## config.mk

```make
export PLATFORM = sky130hd
export DESIGN_NAME = hsv_pixel_color_converter
export DESIGN_NICKNAME = d
export VERILOG_FILES = /design/src/hw/rtl/hsvpc_pkg.sv /design/src/hw/rtl/hsvpc_sector.sv /design/src/hw/rtl/hsvpc_terms.sv /design/src/hw/rtl/hsvpc_mix.sv /design/src/hw/rtl/hsv_pixel_color_converter.sv
export SDC_FILE = /design/constraint.sdc
export NUM_CORES = 2
export LEC_CHECK = 0
export ABC_AREA = 1
export BUFFER_PORTS_ARGS = -buffer_cell sky130_fd_sc_hd__clkbuf_2
export CORE_MARGIN = 4
export CORE_UTILIZATION = 58
export CTS_CLUSTER_SIZE = 12
export DETAILED_ROUTE_END_ITERATION = 6
export GPL_ROUTABILITY_DRIVEN = 0
export PLACE_DENSITY = 0.84
export SLEW_MARGIN = 25
export SYNTH_ARGS = -nofsm -noshare
export SYNTH_HDL_FRONTEND = slang
export SYNTH_HIERARCHICAL = 1
export SYNTH_SLANG_ARGS = --single-unit
```

## constraint.sdc

```tcl
create_clock -name clk -period 16.8 [get_ports clk]
set_clock_uncertainty 0.05 [all_clocks]
set_input_delay 0.84 -clock clk [delete_from_list [all_inputs] [get_ports clk]]
set_output_delay 0.84 -clock clk [all_outputs]
set_load 0.05 [all_outputs]
```

## src/hw/rtl/hsvpc_pkg.sv

```systemverilog
// Shared types, constants and helpers for the HSV pixel color converter.
// No dependencies; every other file of the block refers to it by scoped names.
package hsvpc_pkg;

	// Largest LED count the strip addressing honors; larger counts saturate here.
	localparam int STRIP_MAX = 1024;
	localparam int LIMIT_W   = 17;

	// Configuration register indexes.
	localparam logic [0:0] REG_STRIP_READY = 1'd0;
	localparam logic [0:0] REG_STRIP_LEN   = 1'd1;
	localparam logic [10:0] STRIP_LEN_RST  = 11'd8;

	// Result status codes.
	localparam logic [1:0] ST_OK        = 2'd0;
	localparam logic [1:0] ST_NOT_READY = 2'd1;
	localparam logic [1:0] ST_RANGE     = 2'd2;

	// Hue sectors of sixty degrees each.
	localparam logic [2:0] SEC_RED_YEL  = 3'd0;
	localparam logic [2:0] SEC_YEL_GRN  = 3'd1;
	localparam logic [2:0] SEC_GRN_CYAN = 3'd2;
	localparam logic [2:0] SEC_CYAN_BLU = 3'd3;
	localparam logic [2:0] SEC_BLU_MAG  = 3'd4;

	localparam logic [5:0] SECTOR_DEG = 6'd60;
	localparam logic [7:0] FULL_LEVEL = 8'd255;

	// Reciprocals for constant division; each was checked to be exact over
	// the full range of the dividend it is applied to.
	localparam logic [16:0] RECIP_60_SH21  = 17'd34953; // x/60, x < 2^16
	localparam logic [11:0] RECIP_6_SH14   = 12'd2731;  // x/6,  x < 1093
	localparam logic [14:0] RECIP_60_SH20  = 15'd17477; // x/60, x < 15301
	localparam logic [15:0] RECIP_255_SH23 = 16'd32897; // x/255, x < 65026

	// Fields that ride along the pipeline beside the color math.
	typedef struct packed {
		logic [9:0] idx;
		logic [1:0] status;
		logic [7:0] sat;
		logic [7:0] val;
	} pix_meta_t;

	// Truncating division of a product of two bytes by 255.
	function automatic logic [7:0] div255(input logic [15:0] x);
		logic [31:0] prod;
		begin
			prod = 32'(x) * 32'(RECIP_255_SH23);
			return prod[30:23];
		end
	endfunction

endpackage

```

## src/hw/rtl/hsvpc_sector.sv

```systemverilog
// Hue reduction stages: splits the hue into its sector (modulo six) and the
// remainder within the sector. Depends on hsvpc_pkg.
module hsvpc_sector (
	input  logic                 clk,
	input  logic                 arst_n,
	input  logic                 en,
	input  logic                 in_valid,
	input  hsvpc_pkg::pix_meta_t in_meta,
	input  logic [15:0]          in_hue,
	output logic                 out_valid,
	output hsvpc_pkg::pix_meta_t out_meta,
	output logic [2:0]           out_sector,
	output logic [5:0]           out_rem
);

	logic [32:0]          quo_prod;
	logic                 valid_s1;
	hsvpc_pkg::pix_meta_t meta_s1;
	logic [15:0]          hue_s1;
	logic [10:0]          quo_s1;

	logic [22:0] six_prod;
	logic [8:0]  quo6;
	logic [10:0] six_mult;
	logic [16:0] sixty_mult;

	logic                 valid_s2;
	hsvpc_pkg::pix_meta_t meta_s2;
	logic [2:0]           sector_s2;
	logic [5:0]           rem_s2;

	// Stage 1: hue / 60.
	assign quo_prod = 33'(in_hue) * 33'(hsvpc_pkg::RECIP_60_SH21);

	always_ff @(posedge clk or negedge arst_n) begin
		if (!arst_n) begin
			valid_s1 <= 1'b0;
		end else if (en) begin
			valid_s1 <= in_valid;
		end
	end

	always_ff @(posedge clk) begin
		if (en) begin
			meta_s1 <= in_meta;
			hue_s1  <= in_hue;
			quo_s1  <= quo_prod[31:21];
		end
	end

	// Stage 2: remainder within the sector and the quotient folded modulo six.
	assign six_prod   = 23'(quo_s1) * 23'(hsvpc_pkg::RECIP_6_SH14);
	assign quo6       = six_prod[22:14];
	assign six_mult   = 11'({quo6, 2'b00}) + 11'({quo6, 1'b0});
	assign sixty_mult = {quo_s1, 6'b0} - 17'({quo_s1, 2'b0});

	always_ff @(posedge clk or negedge arst_n) begin
		if (!arst_n) begin
			valid_s2 <= 1'b0;
		end else if (en) begin
			valid_s2 <= valid_s1;
		end
	end

	always_ff @(posedge clk) begin
		if (en) begin
			meta_s2   <= meta_s1;
			sector_s2 <= 3'(quo_s1 - six_mult);
			rem_s2    <= 6'(hue_s1 - sixty_mult[15:0]);
		end
	end

	assign out_valid  = valid_s2;
	assign out_meta   = meta_s2;
	assign out_sector = sector_s2;
	assign out_rem    = rem_s2;

endmodule

```

## src/hw/rtl/hsvpc_terms.sv

```systemverilog
// Term stages: forms p and the scaled products behind q and t.
// Depends on hsvpc_pkg for constants, the side-band struct and div255.
module hsvpc_terms (
	input  logic                 clk,
	input  logic                 arst_n,
	input  logic                 en,
	input  logic                 in_valid,
	input  hsvpc_pkg::pix_meta_t in_meta,
	input  logic [2:0]           in_sector,
	input  logic [5:0]           in_rem,
	output logic                 out_valid,
	output hsvpc_pkg::pix_meta_t out_meta,
	output logic [2:0]           out_sector,
	output logic [7:0]           out_p,
	output logic [15:0]          out_mq,
	output logic [15:0]          out_mt
);

	logic                 valid_s3;
	hsvpc_pkg::pix_meta_t meta_s3;
	logic [2:0]           sector_s3;
	logic [13:0]          prod_q_s3;
	logic [13:0]          prod_t_s3;
	logic [15:0]          prod_p_s3;

	logic [28:0]          kq_prod;
	logic [28:0]          kt_prod;
	logic                 valid_s4;
	hsvpc_pkg::pix_meta_t meta_s4;
	logic [2:0]           sector_s4;
	logic [7:0]           kq_s4;
	logic [7:0]           kt_s4;
	logic [7:0]           p_s4;

	logic                 valid_s5;
	hsvpc_pkg::pix_meta_t meta_s5;
	logic [2:0]           sector_s5;
	logic [7:0]           p_s5;
	logic [15:0]          mq_s5;
	logic [15:0]          mt_s5;

	always_ff @(posedge clk or negedge arst_n) begin
		if (!arst_n) begin
			valid_s3 <= 1'b0;
			valid_s4 <= 1'b0;
			valid_s5 <= 1'b0;
		end else if (en) begin
			valid_s3 <= in_valid;
			valid_s4 <= valid_s3;
			valid_s5 <= valid_s4;
		end
	end

	// Stage 3: sat * rem, sat * (60 - rem) and val * (255 - sat).
	always_ff @(posedge clk) begin
		if (en) begin
			meta_s3   <= in_meta;
			sector_s3 <= in_sector;
			prod_q_s3 <= 14'(in_meta.sat) * 14'(in_rem);
			prod_t_s3 <= 14'(in_meta.sat) * 14'(hsvpc_pkg::SECTOR_DEG - in_rem);
			prod_p_s3 <= 16'(in_meta.val) * 16'(hsvpc_pkg::FULL_LEVEL - in_meta.sat);
		end
	end

	// Stage 4: divide the fractional products by 60 and p's product by 255.
	assign kq_prod = 29'(prod_q_s3) * 29'(hsvpc_pkg::RECIP_60_SH20);
	assign kt_prod = 29'(prod_t_s3) * 29'(hsvpc_pkg::RECIP_60_SH20);

	always_ff @(posedge clk) begin
		if (en) begin
			meta_s4   <= meta_s3;
			sector_s4 <= sector_s3;
			kq_s4     <= kq_prod[27:20];
			kt_s4     <= kt_prod[27:20];
			p_s4      <= hsvpc_pkg::div255(prod_p_s3);
		end
	end

	// Stage 5: val * (255 - k) for q and t.
	always_ff @(posedge clk) begin
		if (en) begin
			meta_s5   <= meta_s4;
			sector_s5 <= sector_s4;
			p_s5      <= p_s4;
			mq_s5     <= 16'(meta_s4.val) * 16'(hsvpc_pkg::FULL_LEVEL - kq_s4);
			mt_s5     <= 16'(meta_s4.val) * 16'(hsvpc_pkg::FULL_LEVEL - kt_s4);
		end
	end

	assign out_valid  = valid_s5;
	assign out_meta   = meta_s5;
	assign out_sector = sector_s5;
	assign out_p      = p_s5;
	assign out_mq     = mq_s5;
	assign out_mt     = mt_s5;

endmodule

```

## src/hw/rtl/hsvpc_mix.sv

```systemverilog
// Output stage: finishes q and t, routes the channels by sector, blanks
// rejected pixels and holds the result register. Depends on hsvpc_pkg.
module hsvpc_mix (
	input  logic                 clk,
	input  logic                 arst_n,
	input  logic                 en,
	input  logic                 in_valid,
	input  hsvpc_pkg::pix_meta_t in_meta,
	input  logic [2:0]           in_sector,
	input  logic [7:0]           in_p,
	input  logic [15:0]          in_mq,
	input  logic [15:0]          in_mt,
	output logic                 out_valid,
	output logic [9:0]           out_index,
	output logic [7:0]           out_red,
	output logic [7:0]           out_green,
	output logic [7:0]           out_blue,
	output logic [1:0]           out_status
);

	logic [7:0] q;
	logic [7:0] t;
	logic [7:0] red;
	logic [7:0] green;
	logic [7:0] blue;

	logic       valid_s6;
	logic [9:0] index_s6;
	logic [7:0] red_s6;
	logic [7:0] green_s6;
	logic [7:0] blue_s6;
	logic [1:0] status_s6;

	assign q = hsvpc_pkg::div255(in_mq);
	assign t = hsvpc_pkg::div255(in_mt);

	always_comb begin
		unique case (in_sector)
			hsvpc_pkg::SEC_RED_YEL: begin
				red = in_meta.val; green = t; blue = in_p;
			end
			hsvpc_pkg::SEC_YEL_GRN: begin
				red = q; green = in_meta.val; blue = in_p;
			end
			hsvpc_pkg::SEC_GRN_CYAN: begin
				red = in_p; green = in_meta.val; blue = t;
			end
			hsvpc_pkg::SEC_CYAN_BLU: begin
				red = in_p; green = q; blue = in_meta.val;
			end
			hsvpc_pkg::SEC_BLU_MAG: begin
				red = t; green = in_p; blue = in_meta.val;
			end
			default: begin
				red = in_meta.val; green = in_p; blue = q;
			end
		endcase
	end

	always_ff @(posedge clk or negedge arst_n) begin
		if (!arst_n) begin
			valid_s6 <= 1'b0;
		end else if (en) begin
			valid_s6 <= in_valid;
		end
	end

	// A rejected pixel keeps its index but drives all channels dark.
	always_ff @(posedge clk) begin
		if (en) begin
			index_s6  <= in_meta.idx;
			status_s6 <= in_meta.status;
			if (in_meta.status == hsvpc_pkg::ST_OK) begin
				red_s6   <= red;
				green_s6 <= green;
				blue_s6  <= blue;
			end else begin
				red_s6   <= '0;
				green_s6 <= '0;
				blue_s6  <= '0;
			end
		end
	end

	assign out_valid  = valid_s6;
	assign out_index  = index_s6;
	assign out_red    = red_s6;
	assign out_green  = green_s6;
	assign out_blue   = blue_s6;
	assign out_status = status_s6;

endmodule

```

## src/hw/rtl/hsv_pixel_color_converter.sv

```systemverilog
// Top level of the HSV pixel color converter: configuration registers,
// pixel checks and the six-stage color pipeline. Depends on hsvpc_pkg,
// hsvpc_sector, hsvpc_terms and hsvpc_mix.
//
// Usage: pixels enter on the s_ stream, one beat per pixel, carrying the
// index, hue in degrees, saturation and value. Each input beat yields
// exactly one output beat on the m_ stream with the index, the red, blue
// and green levels in strip wire order, and a status code. A pixel is
// rejected with status "not ready" while strip_ready is clear, otherwise
// with "out of range" when its index is at or above the LED count (the
// count saturates at 1024). Rejected pixels leave all channels at zero.
// Throughput is one pixel per clock while the receiver takes each result.
// The pixel passes six registers. The stages are hue / 60, the sector
// fold, the term products, the divides by 60 and 255, the value scaling,
// and the final divide with channel routing, each behind its own register.
// The stages advance together: when the output register holds a beat that
// the receiver does not take, s_tready drops and the whole pipeline holds,
// so no beat is dropped or repeated. Bubbles in the input are carried as
// cleared valid bits. Reset clears all valid bits, strip_ready to zero and
// the LED count to eight. Configuration is written through cfg_we,
// cfg_index and cfg_data, and should only change while no pixel is in flight.
module hsv_pixel_color_converter (
	input  logic        clk,
	input  logic        arst_n,
	input  logic        cfg_we,
	input  logic [0:0]  cfg_index,
	input  logic [10:0] cfg_data,
	input  logic        s_tvalid,
	output logic        s_tready,
	// [9:0] pixel_index, [25:10] hue_degrees, [33:26] saturation,
	// [41:34] brightness, [47:42] zero
	input  logic [47:0] s_tdata,
	output logic        m_tvalid,
	input  logic        m_tready,
	// [9:0] out_index, [17:10] wire_first, [25:18] wire_second,
	// [33:26] wire_third, [35:34] status, [39:36] zero
	output logic [39:0] m_tdata
);

	logic        strip_ready_q;
	logic [10:0] strip_len_q;

	logic                          en;
	logic [hsvpc_pkg::LIMIT_W-1:0] count_wide;
	logic [hsvpc_pkg::LIMIT_W-1:0] limit;
	hsvpc_pkg::pix_meta_t          in_meta;

	logic                 sec_valid;
	hsvpc_pkg::pix_meta_t sec_meta;
	logic [2:0]           sec_sector;
	logic [5:0]           sec_rem;

	logic                 trm_valid;
	hsvpc_pkg::pix_meta_t trm_meta;
	logic [2:0]           trm_sector;
	logic [7:0]           trm_p;
	logic [15:0]          trm_mq;
	logic [15:0]          trm_mt;

	logic [9:0] res_index;
	logic [7:0] res_red;
	logic [7:0] res_green;
	logic [7:0] res_blue;
	logic [1:0] res_status;

	// Configuration registers.
	always_ff @(posedge clk or negedge arst_n) begin
		if (!arst_n) begin
			strip_ready_q <= 1'b0;
			strip_len_q   <= hsvpc_pkg::STRIP_LEN_RST;
		end else if (cfg_we) begin
			unique case (cfg_index)
				hsvpc_pkg::REG_STRIP_READY: strip_ready_q <= cfg_data[0];
				hsvpc_pkg::REG_STRIP_LEN:   strip_len_q   <= cfg_data;
				default: ;
			endcase
		end
	end

	// The pipeline moves whenever the output register is empty or being read.
	assign en       = !m_tvalid || m_tready;
	assign s_tready = en;

	// Entry sets status; user keeps configuration steady while busy, unchecked.
	assign count_wide = hsvpc_pkg::LIMIT_W'(strip_len_q);
	assign limit      = (count_wide > hsvpc_pkg::LIMIT_W'(hsvpc_pkg::STRIP_MAX)) ?
		hsvpc_pkg::LIMIT_W'(hsvpc_pkg::STRIP_MAX) : count_wide;

	always_comb begin
		in_meta.idx = s_tdata[9:0];
		in_meta.sat = s_tdata[33:26];
		in_meta.val = s_tdata[41:34];
		if (!strip_ready_q) begin
			in_meta.status = hsvpc_pkg::ST_NOT_READY;
		end else if (hsvpc_pkg::LIMIT_W'(s_tdata[9:0]) >= limit) begin
			in_meta.status = hsvpc_pkg::ST_RANGE;
		end else begin
			in_meta.status = hsvpc_pkg::ST_OK;
		end
	end

	hsvpc_sector u_sector (
		.clk        (clk),
		.arst_n     (arst_n),
		.en         (en),
		.in_valid   (s_tvalid),
		.in_meta    (in_meta),
		.in_hue     (s_tdata[25:10]),
		.out_valid  (sec_valid),
		.out_meta   (sec_meta),
		.out_sector (sec_sector),
		.out_rem    (sec_rem)
	);

	hsvpc_terms u_terms (
		.clk        (clk),
		.arst_n     (arst_n),
		.en         (en),
		.in_valid   (sec_valid),
		.in_meta    (sec_meta),
		.in_sector  (sec_sector),
		.in_rem     (sec_rem),
		.out_valid  (trm_valid),
		.out_meta   (trm_meta),
		.out_sector (trm_sector),
		.out_p      (trm_p),
		.out_mq     (trm_mq),
		.out_mt     (trm_mt)
	);

	hsvpc_mix u_mix (
		.clk        (clk),
		.arst_n     (arst_n),
		.en         (en),
		.in_valid   (trm_valid),
		.in_meta    (trm_meta),
		.in_sector  (trm_sector),
		.in_p       (trm_p),
		.in_mq      (trm_mq),
		.in_mt      (trm_mt),
		.out_valid  (m_tvalid),
		.out_index  (res_index),
		.out_red    (res_red),
		.out_green  (res_green),
		.out_blue   (res_blue),
		.out_status (res_status)
	);

	// Wire order on the strip is red, blue, green.
	assign m_tdata = {4'b0, res_status, res_green, res_blue, res_red, res_index};

	// A rejected pixel never lights any channel.
	assert property (@(posedge clk) disable iff (!arst_n)
		m_tvalid && (res_status != hsvpc_pkg::ST_OK) |->
		(res_red == '0) && (res_green == '0) && (res_blue == '0))
		else $error("rejected pixel carries nonzero channel levels");

	// Only the three defined status codes ever leave the block.
	assert property (@(posedge clk) disable iff (!arst_n)
		m_tvalid |-> (res_status == hsvpc_pkg::ST_OK) ||
		(res_status == hsvpc_pkg::ST_NOT_READY) || (res_status == hsvpc_pkg::ST_RANGE))
		else $error("undefined status code on output");

	// While the receiver stalls a full output register, no new pixel may enter.
	assert property (@(posedge clk) disable iff (!arst_n)
		m_tvalid && !m_tready |-> !s_tready)
		else $error("input accepted while output stalled");

	// A held result stays unchanged through the following edge.
	assert property (@(posedge clk) disable iff (!arst_n)
		m_tvalid && !m_tready |=> m_tvalid && $stable(m_tdata))
		else $error("stalled result changed");

endmodule

```

==> impl_results.md <==
- Worst setup EP type: flip-flop
- Final net count: 5168
- Max-Cap Viols: 0
- Final setup fails: 0
- Initial DRC count: 1953
- CP startpoint: u_sector/quo_s1[2]
- Clock root cell: clkbuf_16
- Cells after Synth: 4056
- Crit Reg-Reg Startpoint: u_sector/quo_s1[2]
- Cell Rows: 90
- Post-synthesis cell area: 35400 um2
- # diodes: 0
- Antenna viol nets, final: 0
- Clk sink count: 312
- Worst-case clock buffer depth: 3
- Post-CTS Hold Buffers: 0
- Period utilization: 0.313
- Global-route usage over all layers: 0.242
- Period minus WS final: 5250 ps
- Die height: between 200 and 300 um
- I/O Buffers: 96
- Met1 Wirelength: 31000 um
- IO Pins: 107
- Clk pin slew, worst setup/hold paths: ~60 ps
- Final Hold Viols: 0
- Via density: roughly 5.5
- Crit path arrival time: 5510 ps
- Clk Latency, worst-skew pair: approximately 580 ps
- Drt first pass iters: 7
- First-pass GRT wire length: ~130000 um
- DPL Wire Length: between 60000 and 70000 um
- Starting Density: 0.587
- Syn Area/Cell: 8.73 um2
- Fillers: 4689
- Largest net degree at the start of global routing: 78
- Area grow syn2layout: 7.28%
- Chip width: 255 um
- Worst setup SP type: flip-flop
- GRT overflow: 0
- Die ar.: approximately 65000 um2
- Vias in the first global route: 28200
- RSZ-0062 raised after global routing: no
- Worst Max-Slew Pin Slew: 932 ps
- Max FO, Critical Path: 5
- Worst Setup Path Type: flip-flop to flip-flop
- Layout cells sized above 1: 0.0560
- # Post-CTS Setup Buffers: 0
- Wire length on met3: just under 5000 um
- Yosys warning count: 6
- CTS H-tree depth: 2
- TritonCTS Buffers: 37
- Via count: 27300
- Top Layer Used: met4
- CTS tree: built
- Routed len/inst: 15.5 um
- Required @ worst endpoint: 17050 ps
- Post_cts resized: 0
- Core footprint: 60400 um2
- Final Slew Violations: 0
- Max-slew headroom: 0.379
- Final WL: 77200 um
- FMAX: 190 MHz
- Met2 wire length: about 38000 um
- Setup TNS: 0 ps
- Initial antenna violation count: 0
- Worst Hold Class: input pin to asynchronous set/reset pin
- Failing checks: DRC
- Status: finished, violations left
- # DRC: 1
==> cell usage in the layout, fill, tap and decap left out, types with 10 or more instances in the layout <==
cell	count
nor3_1	33
a21oi_1	197
nand4_1	58
o21ai_1	15
xor2_1	57
o21ai_0	78
nand2_1	810
inv_1	790
clkbuf_16	38
ha_1	691
o21a_1	10
nor2_2	14
edfxtp_1	294
nand2_2	11
xnor2_1	20
nor2_1	362
fa_1	253
o21bai_1	17
a21o_1	17
inv_2	12
nand3_1	172
clkbuf_2	96
dfrtp_1	17
==> path summary, 6_finish.rpt <==
path	end	slack, ps	cells past startpoint
worst min-delay path	strip_len_q[5]	170	1
max in group asynchronous	strip_len_q[3]	16190	1
worst min register to register	u_terms/meta_s4[3]	350	0
min in group clk	u_terms/meta_s4[3]	350	0
worst max-delay path	u_sector/out_sector[2]	11550	24
worst max register to register	u_sector/out_sector[2]	11550	24
==> critical path, cell delays in order (launching register included) <==
cell      delay [ps]
edfxtp_1         570
ha_1             430
ha_1             350
inv_1            100
fa_1             550
inv_1             70
fa_1             550
inv_1             60
fa_1             530
inv_1             40
ha_1             320
nand2_1           90
nor2_1            40
and2_1           140
nand2_1          100
nand3_1          120
nand2_1          100
nand2_1           70
ha_1             220
xor2_1           200
inv_1             60
nand3_1          100
nand2_1           60
nand2_1           60
nand2_1           40
==> area by class of cell <==
type,instances,area [um2],area share
clock buffers,42,966,0.0254
clock inverters,19,308,0.00810
inverters,809,3040,0.0800
multi-input cells,2898,22900,0.603
flip-flops and latches,312,9280,0.244
well taps,782,978,0.0258
repair buffers,101,518,0.0136
==> layer usage <==
| metal | global-route usage | up-vias |
|---|---|---|
| met4 | 0.0885 | 0 |
| met2 | 0.439 | 1012 |
| li1 | - | 13400 |
| met3 | 0.0337 | 217 |
| met5 | 0 | - |
| met1 | 0.293 | 12700 |
==> state kept, by name, summed over array words and instances, names as in the netlist, 6 cells and up <==
name               cells
u_mix/out_red          8
u_terms/prod_q_s3     14
u_terms/out_meta      20
u_sector/meta_s1      28
u_terms/prod_t_s3     13
u_mix/out_blue         8
u_mix/out_index       10
u_terms/p_s4           8
u_sector/out_rem       6
u_terms/out_mq        16
u_terms/meta_s3       20
u_terms/kt_s4          8
u_sector/hue_s1        6
u_terms/prod_p_s3     16
u_sector/out_meta     28
u_terms/kq_s4          8
u_terms/out_p          8
u_sector/quo_s1       11
u_terms/meta_s4       20
u_terms/out_mt        16
u_mix/out_green        8
strip_len_q           11
==> metrics by stage <==
| stage | hold slack (ps) | util | std cells | worst slack (ps) | instance area (um2) |
|---|---|---|---|---|---|
| after floorplan | 350 | - | 4059 | 8130 | 35400 |
| after global placement | 350 | 0.608 | 4902 | 11710 | 36700 |
| after detailed placement | 355 | 0.608 | 4902 | 11620 | 36700 |
| after CTS | 151 | 0.629 | 4963 | 11580 | 38000 |
| after global routing | 187 | 0.629 | 4963 | 11240 | 38000 |
| final | 169 | 0.629 | 4963 | 11550 | 38000 |
Power is not shown: default switching activity piles up to over one toggle a cycle in this logic, so the estimate is an artifact.
